--- src/cfms_pkg.sv ---
package cfms_pkg;

  // fixed point format of the actuator command
  localparam int FRAC_BITS = 16;
  localparam int CMD_W     = 23;
  localparam int DIV_W     = 7;
  localparam int PASS_W    = 5;
  localparam int PCNT_W    = 4;
  localparam int COST_W    = 32;
  localparam int PROD_W    = CMD_W + DIV_W;
  localparam int ADDR_W    = 3;
  localparam int DATA_W    = 32;

  localparam logic [CMD_W-1:0]  FULL_SCALE = CMD_W'(100 << FRAC_BITS);
  localparam logic [CMD_W-1:0]  COARSE_SPAN = CMD_W'(100);
  localparam logic [DIV_W-1:0]  DIV_MIN    = DIV_W'(2);
  localparam logic [PASS_W-1:0] PASS_MAX   = PASS_W'(16);
  localparam logic [PASS_W-1:0] PASS_MIN   = PASS_W'(1);
  localparam logic [DIV_W-1:0]  DIV_RESET  = DIV_W'(10);
  localparam logic [PASS_W-1:0] PASS_RESET = PASS_W'(3);

  // register word addresses (paddr bit 2)
  localparam logic REG_DIVISIONS = 1'b0;
  localparam logic REG_PASSES    = 1'b1;

  // request type codes
  localparam logic REQ_START   = 1'b0;
  localparam logic REQ_MEASURE = 1'b1;

  typedef struct packed {
    logic              req_type;
    logic [COST_W-1:0] measurement;
  } req_t;

  typedef struct packed {
    logic [CMD_W-1:0] command;
    logic             final_res;
    logic             ignored;
  } res_t;

  // datapath operations issued by the controller
  typedef enum logic [3:0] {
    OP_NONE,
    OP_CAPTURE,
    OP_START,
    OP_IGNORE,
    OP_MEASURE,
    OP_ADVANCE,
    OP_FINISH,
    OP_PASS_END,
    OP_SET_STEP0,
    OP_SET_STEP,
    OP_MUL,
    OP_RECENTER,
    OP_EMIT
  } dp_op_t;

  typedef struct packed {
    dp_op_t op;
  } dp_cmd_t;

  typedef struct packed {
    logic req_type;
    logic running;
    logic point_end;
    logic last_pass;
    logic div_done;
    logic out_free;
  } dp_status_t;

endpackage

--- src/coarse_fine_min_search.sv ---
// request steps: capture, decide, then a grid step, a finish or a pass end; a start
// and a pass end wait on the bit-serial divider, and a pass end then recenters
// one request is in work at a time; the next is taken the cycle after the result
// is loaded into the output register, which may still be waiting on res_stall
// reset (rst, synchronous): search idle, divisions 10, passes 3, best cost all ones
module coarse_fine_min_search
  import cfms_pkg::*;
(
  input  logic              clk,
  input  logic              rst,
  input  logic              req_valid,
  output logic              req_stall,
  input  req_t              req_data,
  output logic              res_valid,
  input  logic              res_stall,
  output res_t              res_data,
  input  logic              psel,
  input  logic              penable,
  input  logic              pwrite,
  input  logic [ADDR_W-1:0] paddr,
  input  logic [DATA_W-1:0] pwdata,
  output logic [DATA_W-1:0] prdata,
  output logic              pready
);

  logic [DIV_W-1:0]  divisions;
  logic [PASS_W-1:0] passes;
  logic [DIV_W-1:0]  eff_div;
  logic [PASS_W-1:0] eff_passes;
  dp_cmd_t           cmd;
  dp_status_t        status;

  assign pready = 1'b1;

  // configuration registers
  always_ff @(posedge clk) begin
    if (rst) begin
      divisions <= DIV_RESET;
      passes    <= PASS_RESET;
    end else if (psel && penable && pwrite) begin
      if (paddr[2] == REG_DIVISIONS) begin
        divisions <= pwdata[DIV_W-1:0];
      end else begin
        passes <= pwdata[PASS_W-1:0];
      end
    end
  end

  // register readback
  always_comb begin
    if (paddr[2] == REG_PASSES) begin
      prdata = DATA_W'(passes);
    end else begin
      prdata = DATA_W'(divisions);
    end
  end

  // effective values: divisions at least 2, passes within 1 to 16
  always_comb begin
    eff_div = (divisions < DIV_MIN) ? DIV_MIN : divisions;
    if (passes == '0) begin
      eff_passes = PASS_MIN;
    end else if (passes > PASS_MAX) begin
      eff_passes = PASS_MAX;
    end else begin
      eff_passes = passes;
    end
  end

  cfms_ctrl u_ctrl (
    .clk       (clk),
    .rst       (rst),
    .req_valid (req_valid),
    .req_stall (req_stall),
    .status    (status),
    .cmd       (cmd)
  );

  cfms_dp u_dp (
    .clk        (clk),
    .rst        (rst),
    .cmd        (cmd),
    .status     (status),
    .req_data   (req_data),
    .eff_div    (eff_div),
    .eff_passes (eff_passes),
    .res_valid  (res_valid),
    .res_stall  (res_stall),
    .res_data   (res_data)
  );

endmodule

--- src/cfms_div.sv ---
module cfms_div
  import cfms_pkg::*;
(
  input  logic             clk,
  input  logic             rst,
  input  logic             start,
  input  logic [CMD_W-1:0] dividend,
  input  logic [DIV_W-1:0] divisor,
  output logic             done,
  output logic [CMD_W-1:0] quotient
);

  localparam int CNT_W = $clog2(CMD_W);

  logic             busy;
  logic [CNT_W-1:0] cnt;
  logic [CMD_W-1:0] quot;
  logic [DIV_W-1:0] rem;
  logic [DIV_W-1:0] dsr;
  logic [DIV_W:0]   trial;
  logic             ge;

  // one quotient bit per cycle, restoring form
  always_comb begin
    trial = {rem, quot[CMD_W-1]};
    ge    = (trial >= {1'b0, dsr});
  end

  always_ff @(posedge clk) begin
    if (rst) begin
      busy <= 1'b0;
      done <= 1'b0;
      cnt  <= '0;
    end else begin
      if (start) begin
        busy <= 1'b1;
        done <= 1'b0;
        cnt  <= '0;
        quot <= dividend;
        rem  <= '0;
        dsr  <= divisor;
      end else if (busy) begin
        quot <= {quot[CMD_W-2:0], ge};
        rem  <= ge ? DIV_W'(trial - {1'b0, dsr}) : trial[DIV_W-1:0];
        cnt  <= cnt + CNT_W'(1);
        if (cnt == CNT_W'(CMD_W - 1)) begin
          busy <= 1'b0;
          done <= 1'b1;
        end else begin
          done <= 1'b0;
        end
      end else begin
        done <= 1'b0;
      end
    end
  end

  assign quotient = quot;

endmodule

--- src/cfms_dp.sv ---
module cfms_dp
  import cfms_pkg::*;
(
  input  logic              clk,
  input  logic              rst,
  input  dp_cmd_t           cmd,
  output dp_status_t        status,
  input  req_t              req_data,
  input  logic [DIV_W-1:0]  eff_div,
  input  logic [PASS_W-1:0] eff_passes,
  output logic              res_valid,
  input  logic              res_stall,
  output res_t              res_data
);

  req_t              req_q;
  logic              running;
  logic [PCNT_W-1:0] pass_count;
  logic [DIV_W-1:0]  point_index;
  logic [CMD_W-1:0]  step_size;
  logic [CMD_W-1:0]  current_command;
  logic [COST_W-1:0] best_cost;
  logic [CMD_W-1:0]  best_command;
  logic [PROD_W-1:0] prod;
  logic              fin;
  logic              ign;

  logic              div_start;
  logic [CMD_W-1:0]  div_dividend;
  logic              div_done;
  logic [CMD_W-1:0]  div_quot;
  logic [CMD_W:0]    adv_sum;
  logic [CMD_W-1:0]  adv_next;
  logic [PROD_W-2:0] half;
  logic [CMD_W-1:0]  recenter_next;
  logic [PASS_W-1:0] pass_inc;

  // shared divider: coarse step at start, refinement at pass end
  assign div_start    = (cmd.op == OP_START) || (cmd.op == OP_PASS_END);
  assign div_dividend = (cmd.op == OP_START) ? COARSE_SPAN : step_size;

  cfms_div u_div (
    .clk      (clk),
    .rst      (rst),
    .start    (div_start),
    .dividend (div_dividend),
    .divisor  (eff_div),
    .done     (div_done),
    .quotient (div_quot)
  );

  // next grid point, saturated at full scale
  always_comb begin
    adv_sum  = {1'b0, current_command} + {1'b0, step_size};
    adv_next = (adv_sum > {1'b0, FULL_SCALE}) ? FULL_SCALE : adv_sum[CMD_W-1:0];
  end

  // new pass start: best minus half span, clamped to zero and full scale
  always_comb begin
    half = prod[PROD_W-1:1];
    if ({{(PROD_W-1-CMD_W){1'b0}}, best_command} > half) begin
      recenter_next = best_command - half[CMD_W-1:0];
    end else begin
      recenter_next = '0;
    end
    if (recenter_next > FULL_SCALE) begin
      recenter_next = FULL_SCALE;
    end
  end

  assign pass_inc = {1'b0, pass_count} + PASS_W'(1);

  // status to the controller
  always_comb begin
    status.req_type  = req_q.req_type;
    status.running   = running;
    status.point_end = (point_index >= eff_div);
    status.last_pass = (pass_inc >= eff_passes);
    status.div_done  = div_done;
    status.out_free  = !res_valid || !res_stall;
  end

  // search state
  always_ff @(posedge clk) begin
    if (rst) begin
      running         <= 1'b0;
      pass_count      <= '0;
      point_index     <= '0;
      step_size       <= '0;
      current_command <= '0;
      best_cost       <= '1;
      best_command    <= '0;
      fin             <= 1'b0;
      ign             <= 1'b0;
    end else begin
      case (cmd.op)
        OP_CAPTURE: begin
          req_q <= req_data;
          fin   <= 1'b0;
          ign   <= 1'b0;
        end
        OP_START: begin
          running         <= 1'b1;
          pass_count      <= '0;
          point_index     <= '0;
          current_command <= '0;
          best_cost       <= '1;
          best_command    <= '0;
        end
        OP_IGNORE: begin
          ign <= 1'b1;
        end
        OP_MEASURE: begin
          if ((point_index == '0) || (req_q.measurement < best_cost)) begin
            best_cost    <= req_q.measurement;
            best_command <= current_command;
          end
        end
        OP_ADVANCE: begin
          point_index     <= point_index + DIV_W'(1);
          current_command <= adv_next;
        end
        OP_FINISH: begin
          pass_count      <= pass_inc[PCNT_W-1:0];
          running         <= 1'b0;
          current_command <= best_command;
          fin             <= 1'b1;
        end
        OP_PASS_END: begin
          pass_count <= pass_inc[PCNT_W-1:0];
        end
        OP_SET_STEP0: begin
          step_size <= CMD_W'(div_quot << FRAC_BITS);
        end
        OP_SET_STEP: begin
          step_size <= div_quot;
        end
        OP_MUL: begin
          prod <= PROD_W'(eff_div) * PROD_W'(step_size);
        end
        OP_RECENTER: begin
          current_command <= recenter_next;
          point_index     <= '0;
          best_cost       <= '1;
        end
        default: begin
        end
      endcase
    end
  end

  // output register
  always_ff @(posedge clk) begin
    if (rst) begin
      res_valid <= 1'b0;
    end else if (cmd.op == OP_EMIT) begin
      res_valid          <= 1'b1;
      res_data.command   <= current_command;
      res_data.final_res <= fin;
      res_data.ignored   <= ign;
    end else if (!res_stall) begin
      res_valid <= 1'b0;
    end
  end

`ifndef SYNTH
  a_cmd_in_range: assert property (@(posedge clk) disable iff (rst)
    current_command <= FULL_SCALE)
    else $error("command above full scale");

  a_finish_stops: assert property (@(posedge clk) disable iff (rst)
    (cmd.op == OP_FINISH) |=> (!running && fin && current_command == $past(best_command)))
    else $error("search end did not stop at best command");
`endif

endmodule

--- src/cfms_ctrl.sv ---
module cfms_ctrl
  import cfms_pkg::*;
(
  input  logic       clk,
  input  logic       rst,
  input  logic       req_valid,
  output logic       req_stall,
  input  dp_status_t status,
  output dp_cmd_t    cmd
);

  typedef enum logic [2:0] {
    S_IDLE,
    S_DECIDE,
    S_STEP,
    S_WAIT_STEP0,
    S_WAIT_STEP,
    S_MUL,
    S_RECENTER,
    S_EMIT
  } state_t;

  state_t state;
  state_t state_next;

  assign req_stall = (state != S_IDLE);

  // next state and datapath operation
  always_comb begin
    state_next = state;
    cmd.op     = OP_NONE;
    case (state)
      S_IDLE: begin
        if (req_valid) begin
          cmd.op     = OP_CAPTURE;
          state_next = S_DECIDE;
        end
      end
      S_DECIDE: begin
        if (status.req_type == REQ_START) begin
          cmd.op     = OP_START;
          state_next = S_WAIT_STEP0;
        end else if (!status.running) begin
          cmd.op     = OP_IGNORE;
          state_next = S_EMIT;
        end else begin
          cmd.op     = OP_MEASURE;
          state_next = S_STEP;
        end
      end
      S_STEP: begin
        if (!status.point_end) begin
          cmd.op     = OP_ADVANCE;
          state_next = S_EMIT;
        end else if (status.last_pass) begin
          cmd.op     = OP_FINISH;
          state_next = S_EMIT;
        end else begin
          cmd.op     = OP_PASS_END;
          state_next = S_WAIT_STEP;
        end
      end
      S_WAIT_STEP0: begin
        if (status.div_done) begin
          cmd.op     = OP_SET_STEP0;
          state_next = S_EMIT;
        end
      end
      S_WAIT_STEP: begin
        if (status.div_done) begin
          cmd.op     = OP_SET_STEP;
          state_next = S_MUL;
        end
      end
      S_MUL: begin
        cmd.op     = OP_MUL;
        state_next = S_RECENTER;
      end
      S_RECENTER: begin
        cmd.op     = OP_RECENTER;
        state_next = S_EMIT;
      end
      S_EMIT: begin
        if (status.out_free) begin
          cmd.op     = OP_EMIT;
          state_next = S_IDLE;
        end
      end
      default: begin
        state_next = S_IDLE;
      end
    endcase
  end

  always_ff @(posedge clk) begin
    if (rst) begin
      state <= S_IDLE;
    end else begin
      state <= state_next;
    end
  end

`ifndef SYNTH
  a_div_done_waited: assert property (@(posedge clk) disable iff (rst)
    status.div_done |-> (state == S_WAIT_STEP0 || state == S_WAIT_STEP))
    else $error("divider finished with nobody waiting");

  a_emit_holds: assert property (@(posedge clk) disable iff (rst)
    (state == S_EMIT && !status.out_free) |=> (state == S_EMIT))
    else $error("result dropped while output busy");
`endif

endmodule
--- config.mk ---
export PLATFORM = sky130hd
export DESIGN_NAME = coarse_fine_min_search
export DESIGN_NICKNAME = d
export VERILOG_FILES = /design/src/cfms_pkg.sv /design/src/coarse_fine_min_search.sv /design/src/cfms_div.sv /design/src/cfms_dp.sv /design/src/cfms_ctrl.sv
export SDC_FILE = /design/constraint.sdc
export NUM_CORES = 1
export LEC_CHECK = 0
export ABC_CLOCK_PERIOD_IN_PS = 7700
export CAP_MARGIN = 10
export CORE_ASPECT_RATIO = 1.25
export CORE_MARGIN = 2
export CORE_UTILIZATION = 42
export CTS_BUF_LIST = sky130_fd_sc_hd__clkbuf_8
export DETAILED_ROUTE_END_ITERATION = 16
export DONT_BUFFER_PORTS = 1
export HOLD_SLACK_MARGIN = 0.15
export SETUP_SLACK_MARGIN = 0.05
export SLEW_MARGIN = 20
export SYNTH_ARGS = -nofsm -noshare
export SYNTH_HDL_FRONTEND = slang
export SYNTH_SLANG_ARGS = --single-unit
--- constraint.sdc ---
create_clock -name clk -period 7.7 [get_ports clk]
set_input_delay 0 -clock clk [delete_from_list [all_inputs] [get_ports clk]]
set_output_delay 0 -clock clk [all_outputs]
set_load 0.005 [all_outputs]
==> results of run 1 <==
-- Yosys cell counts (7+ instances only) --
| master | number | area share, % |
|---|---|---|
| a21oi_1 | 142 | 3.6 |
| clkbuf_1 | 102 | 1.9 |
| nor2b_1 | 34 | 1.1 |
| buf_4 | 27 | 1.0 |
| nand2_1 | 163 | 3.1 |
| o21bai_1 | 8 | 0.31 |
| o21a_1 | 18 | 0.69 |
| a221o_2 | 11 | 0.63 |
| xnor2_1 | 40 | 1.8 |
| o41ai_1 | 25 | 1.1 |
| o211ai_1 | 12 | 0.46 |
| or3_1 | 7 | 0.22 |
| nand3_1 | 23 | 0.59 |
| o21ai_0 | 84 | 2.1 |
| xor2_1 | 23 | 1.0 |
| nand2b_1 | 17 | 0.54 |
| dfxtp_1 | 138 | 14 |
| o31ai_1 | 12 | 0.46 |
| a22oi_1 | 37 | 1.4 |
| and2_1 | 104 | 3.3 |
| nor4_1 | 9 | 0.29 |
| nor3b_1 | 25 | 0.96 |
| and3_1 | 15 | 0.48 |
| edfxtp_1 | 124 | 19 |
| ha_1 | 149 | 9.5 |
| nor2_1 | 183 | 3.5 |
| a211oi_1 | 18 | 0.69 |
| nand4_1 | 19 | 0.61 |
| nor3_1 | 65 | 1.7 |
| o221ai_1 | 7 | 0.31 |
| inv_1 | 222 | 4.2 |
| a31oi_1 | 11 | 0.35 |
| mux2i_1 | 15 | 0.76 |
| fa_1 | 107 | 11 |
| a21o_1 | 47 | 1.8 |
-- metal layers --
layer / track usage (%) / up-vias / share of wire (%)
met5: 0 / - / 0
met2: 37.6 / 388 / 50
li1: - / 7618 / -
met4: 10.5 / 0 / 4.7
met1: 25.7 / 7746 / 41
met3: 3.44 / 117 / 4.2
-- final cells by class --
| cell class | instances | area (µm²) |
|---|---|---|
| diodes | 1 | 2.50 |
| clock buffers | 57 | 785 |
| repair buffers | 111 | 1080 |
| flip-flops and latches | 262 | 6490 |
| clock inverters | 28 | 158 |
| well taps | 585 | 732 |
| inverters | 222 | 833 |
| fillers | 4331 | 24300 |
| multi-input cells | 1566 | 11800 |
-- critical path: stages, from the launching register on --
cell	delay [ns]
dfxtp_1	0.37
nor2_1	0.06
nand2_1	0.18
nand2b_1	0.20
inv_1	0.68
nor2b_1	0.15
fa_1	0.51
inv_1	0.05
fa_1	0.47
inv_1	0.05
fa_1	0.53
inv_1	0.05
fa_1	0.53
inv_1	0.04
ha_1	0.34
o21a_1	0.19
o21a_1	0.18
and3_1	0.19
a2111oi_0	0.50
o21ba_2	0.25
a21o_1	0.22
o211a_1	0.24
o31ai_1	0.13
nor4_1	0.21
a311oi_1	0.09
-- kinds of logic (layout without fill, tap and decap cells) --
group / count (synthesis) / count (layout) / share of synthesized area [%]
XOR/XNOR: 63 / 63 / 2.81
other: 2 / 27 / 0.0382
AND/OR/NAND/NOR: 697 / 697 / 17.7
buffers and inverters: 359 / 418 / 7.64
adder cells (fa/ha/maj): 256 / 256 / 20.4
multiplexers: 19 / 19 / 0.994
AO/OA/AOI/OAI: 505 / 505 / 17.4
flip-flops: 262 / 262 / 33.0
-- registers in the layout (all words and copies together), names as in the netlist, 23 cells and up --
signal                count
u_dp.prod                29
u_dp.best_command        23
u_dp.best_cost           32
u_dp.u_div.quotient      23
u_dp.step_size           23
u_dp.req_q               32
u_dp.res_data            25
u_dp.current_command     23
-- stage by stage --
stage / power (mW) / hold slack, ns
6_report: 4.03 / 0.151
5_1_grt: 4.26 / 0.151
4_1_cts: 4.08 / 0.151
3_5_place_dp: 2.69 / 0.0336
3_3_place_gp: 2.67 / 0.0330
2_1_floorplan: 2.46 / 0.0989
-- report_power, final --
part | internal [mW] | leakage, nW | switching (mW)
combinational | 0.284 | 7.10 | 0.611
clock | 0.703 | 0.551 | 0.598
sequential | 1.70 | 2.27 | 0.140
-- final timing paths --
| kind | startpoint | to | cells past startpoint |
|---|---|---|---|
| max | divisions[1]$_SDFFE_PP1P_ | u_dp.prod[29]$_DFFE_PP_ | 24 |
| min | paddr[2] | prdata[0] | 1 |
| max reg2reg | divisions[1]$_SDFFE_PP1P_ | u_dp.prod[29]$_DFFE_PP_ | 24 |
| min reg2reg | u_dp.ign$_SDFFE_PP0P_ | u_dp.res_data[0]$_DFFE_PP_ | 0 |
-- what timing repair did --
action	CTS	global route
hold buffers	93	0
resized for setup	0	0
hold endpoints to repair	292	0
==> flow_summary_export.csv, run 1 <==
group,metric,value,unit
run_status,status,"complete, no violations",
synthesis,synth.cell_area,0.0196,mm²
routing,antenna_left,0,
worst_setup_path,r2r_slack,1.00,ns
synthesis,synth-edff-count,124,
worst_setup_path,arrival,7.02,ns
synthesis,ys_seq_area_share,33.0,%
clock_network,ctsHtreeMaxLevel,2,
placed_design,placed_cells,2653,
routing,drt-wirelength-per-cell,18.4,µm
placed_design,port_buffers,0,
worst_setup_path,cp-end-kind,"flop",
worst_setup_path,critPathMaxFanout,21,
clock_network,post_cts_buffers,0,
global_route,grt_max_degree,150,
routing,avgViaCountPerCell,5.60,
clock_network,cts_sinks,262,
routing,dr.first_iter.drc_count,1238,
sta,slew_violations,0,
cells_and_area,syn_to_final_growth,11.3,%
clock_network,clockBufferDepth,3,
synthesis,syn_inst,2163,
synthesis,yosysWarnings,0,
sta,setup_violations,0,
clock_network,clock_latency,0.62,ns
floorplan,ios,135,
clock_network,numCtsBuffers,46,
global_route,grt_pass1_wl,82900,µm
routing,totalWireLength,52100,µm
placed_design,post_dp_cell_area,0.0200,mm²
run,cap_violations,0,
global_route,grt_use_total,21.5,%
synthesis,synth_cell_types,88,
sta,grt_setup_unrepaired,"no",
synthesis,async_flop_share,0,%
clock_network,cts-root-buf,"clkbuf_8",
floorplan,die-area,0.0485,mm²
sta,fin_skew,0.0387,ns
routing,first_pass_iters,9,
worst_setup_path,required,8.02,ns
cells_and_area,layout_common_cells,"243 x inv_1, 180 x nor2_1, 163 x nand2_1, 149 x ha_1, 142 x a21oi_1",
cells_and_area,final_common_cell,"inv_1",
placed_design,place_congestion,0.940,
synthesis,avgSynthCellArea,9.08,µm²
synthesis,synth-seq-cells,262,
sta,final.setup.worst_slack,1.00,ns
hold_path,min_path_type,"in -> out",
sta,post-route-period-util,87.0,%
floorplan,design.core.area,0.0461,mm²
floorplan,die_y,246,µm
placed_design,dp_slack,1.07,ns
cells_and_area,drive_above_1_share,5.79,%
cells_and_area,stdcell_count,2832,
floorplan,initial_utilization,42.6,%
placed_design,dp.final_hpwl,37100,µm
cells_and_area,final_area,0.0219,mm²
worst_setup_path,critPathLaunchType,"flop",
cells_and_area,fin_util,47.4,%
floorplan,num_rows,88,
cells_and_area,fin_nets,2540,
sta,worst_pin_slew,0.985,ns
sta,hold_violations,0,
global_route,grt_pass1_vias,16000,
synthesis,synth_ff_type,"dfxtp_1",
power,ir_worst_vdd,113,µV
clock_network,clk_pin_slew,0.06,ns
sta,fin_crit,6.70,ns
routing,dr_total_vias,15900,
global_route,grt_antenna_before_repair,2,
sta,slew_headroom,34.4,%
global_route,overflow,0,
routing,drcViolationCount,0,
sta,setup-tns-final,0,ns
power,powerDensity,185,mW/mm²
power,leakage,9.92,nW
clock_network,cts_tree,"yes",
floorplan,die_w,197,µm
sta,max_clock_freq,149,MHz
worst_setup_path,critPathKind,"reg -> reg",
(Power assumes the default switching activity.)
==> inputs of run 2 (changes only) <==
==> constraint.sdc (replaced) <==
create_clock -name clk -period 7.7 [get_ports clk]
set_input_delay 1.54 -clock clk [delete_from_list [all_inputs] [get_ports clk]]
set_output_delay 1.54 -clock clk [all_outputs]
set_load 0.005 [all_outputs]
==> flow_summary_export.csv, run 2 (synthesis gave the netlist of run 1 again) <==
group,metric,value,unit
run,cap_violations,0,
clock_network,post_cts_buffers,0,
placed_design,port_buffers,0,
worst_setup_path,critPathMaxFanout,21,
global_route,grt_max_degree,150,
power,power.share.combinational,19.7,%
worst_setup_path,timing.rr.end,"u_dp.prod[28]$_DFFE_PP_",
worst_setup_path,reg2regPathDepth,21,
power,pwr-share-seq,43.3,%
worst_setup_path,cp-end-kind,"flop",
worst_setup_path,arrival,7.25,ns
floorplan,ios,135,
power,switching_share,32.7,%
clock_network,cts-resized-gates,0,
sta,setup-tns-final,0,ns
routing,antenna_left,0,
clock_network,postCtsHoldBufs,0,
global_route,grt_pass1_vias,15500,
floorplan,initial_utilization,42.6,%
worst_setup_path,cp-startpoint,"divisions[3]$_SDFFE_PP1P_",
floorplan,die-area,0.0485,mm²
placed_design,dp.final_hpwl,37900,µm
routing,avgViaCountPerCell,5.64,
worst_setup_path,cp_cell_sequence,"nor4_1 > nand2_1 > nand2b_1 > inv_1 > nor2b_1 > fa_1 > fa_1 > fa_1 > inv_1 > fa_1 > inv_1 > ha_1 > and4_1 > nand2_1 > a2111oi_0 > o31a_1 > o211ai_1 > a31oi_1 > o21ai_0 > o21ai_0 > xor2_1",
clock_network,clockBufferDepth,3,
hold_path,holdPathStages,0,
clock_network,clock_latency,0.64,ns
routing,dr.first_iter.drc_count,975,
run_status,status,"complete, no violations",
worst_setup_path,r2r_slack,0.82,ns
worst_setup_path,r2r-start,"divisions[3]$_SDFFE_PP1P_",
routing,dr_total_vias,15400,
power,p_clk_share,37.0,%
sta,setup_violations,0,
hold_path,min_from,"u_dp.ign$_SDFFE_PP0P_",
worst_setup_path,slowest_stage,"a2111oi_0",
cells_and_area,drive_above_1_share,6.36,%
sta,max_clock_freq,145,MHz
cells_and_area,nFillCells,4391,
global_route,grt_pass1_wl,82100,µm
worst_setup_path,cp_common_cell,"fa_1",
cells_and_area,final_area,0.0211,mm²
cells_and_area,syn_to_final_growth,7.31,%
sta,slew_headroom,33.6,%
power,ir_worst_vdd,127,µV
sta,fin_crit,6.88,ns
power,powerDensity,202,mW/mm²
routing,drcViolationCount,0,
clock_network,numCtsBuffers,46,
sta,slew_violations,0,
sta,hold_slack,0.443,ns
worst_setup_path,critPathLaunchType,"flop",
worst_setup_path,required,8.07,ns
sta,grt_setup_unrepaired,"no",
power,intPower,2.86,mW
routing,drt-wirelength-per-cell,19.0,µm
routing,totalWireLength,52000,µm
cells_and_area,fin_nets,2447,
sta,post-route-period-util,89.4,%
floorplan,die_w,197,µm
placed_design,post_dp_cell_area,0.0200,mm²
power,netSwitchingPower,1.39,mW
placed_design,place_congestion,0.939,
clock_network,cts_tree,"yes",
sta,worst_pin_slew,0.972,ns
worst_setup_path,cp_slowest_stage_delay,0.84,ns
cells_and_area,final_common_cell,"inv_1",
floorplan,die_y,246,µm
routing,first_pass_iters,8,
cells_and_area,fin_util,45.7,%
global_route,grt_antenna_before_repair,2,
clock_network,clk_pin_slew,0.07,ns
clock_network,cts_sinks,262,
cells_and_area,layout_common_cells,"229 x inv_1, 180 x nor2_1, 163 x nand2_1, 149 x ha_1, 142 x a21oi_1",
clock_network,ctsHtreeMaxLevel,2,
global_route,overflow,0,
worst_setup_path,critPathKind,"reg -> reg",
global_route,grt_use_total,21.4,%
floorplan,num_rows,88,
cells_and_area,reg_top3,"u_dp.best_cost x32, u_dp.req_q x32, u_dp.prod x29",
floorplan,design.core.area,0.0461,mm²
power,leakage,9.56,nW
clock_network,cts-root-buf,"clkbuf_8",
sta,fin_skew,0.0314,ns
sta,hold_violations,0,
hold_path,hold_path_end,"u_dp.res_data[0]$_DFFE_PP_",
hold_path,min_path_type,"reg -> reg",
-- run 2: power by group through the flow --
stage                     logic, mW  clock network (mW)  registers (mW)
after floorplan               0.669                   0            1.79
after global placement        0.818                   0            1.86
after detailed placement      0.842                   0            1.86
after CTS                     0.847                1.62            1.84
after global routing          0.947                1.67            1.86
final                         0.839                1.57            1.84
-- run 2: cell type report --
| type | count | area, µm² | area share (%) |
|---|---|---|---|
| clock inverter | 33 | 383 | 1.82 |
| timing repair buffer | 18 | 135 | 0.641 |
| sequential | 262 | 6490 | 30.8 |
| inverter | 222 | 833 | 3.95 |
| clock buffer | 53 | 729 | 3.46 |
| tap | 585 | 732 | 3.47 |
| multi-input combinational | 1566 | 11800 | 55.9 |
| antenna | 1 | 2.50 | 0.0119 |
-- run 2: per-stage QoR --
stage | cells | setup WS [ns] | power, mW
finish | 2740 | 0.817 | 4.25
global route | 2740 | 0.380 | 4.48
CTS | 2739 | 0.837 | 4.30
detailed placement | 2653 | 0.869 | 2.71
global placement | 2653 | 0.922 | 2.68
floorplan | 2187 | 1.92 | 2.46
-- run 2: worst max path at each step --
| stage | to | slack [ns] | depth (start not counted) |
|---|---|---|---|
| after floorplan | u_dp.prod[29]$_DFFE_PP_ | 1.92 | 24 |
| after global placement | u_dp.prod[28]$_DFFE_PP_ | 0.92 | 21 |
| after detailed placement | u_dp.prod[28]$_DFFE_PP_ | 0.87 | 21 |
| after CTS | u_dp.prod[28]$_DFFE_PP_ | 0.84 | 21 |
| after global routing | u_dp.prod[28]$_DFFE_PP_ | 0.38 | 21 |
| final | u_dp.prod[28]$_DFFE_PP_ | 0.82 | 21 |
-- run 2: worst max-delay path, delay by kind of cell (launching register included) --
family          cells  cell delay [ns]
fa+ha+maj           5             2.38
compound gates      6             1.84
simple gates        6             1.41
buf+inv             3             0.56
flops               1             0.31
xor+xnor            1             0.09
-- run 2: metal layers --
layer	wire length, µm	global-route usage, %	vias to the layer above	part of all wire [%]
met3	2230	3.04	113	4.3
met4	1890	8.60	0	3.6
met1	21500	25.9	7558	41
li1	-	-	7405	-
met5	0	0	-	0
met2	26400	38.1	371	51
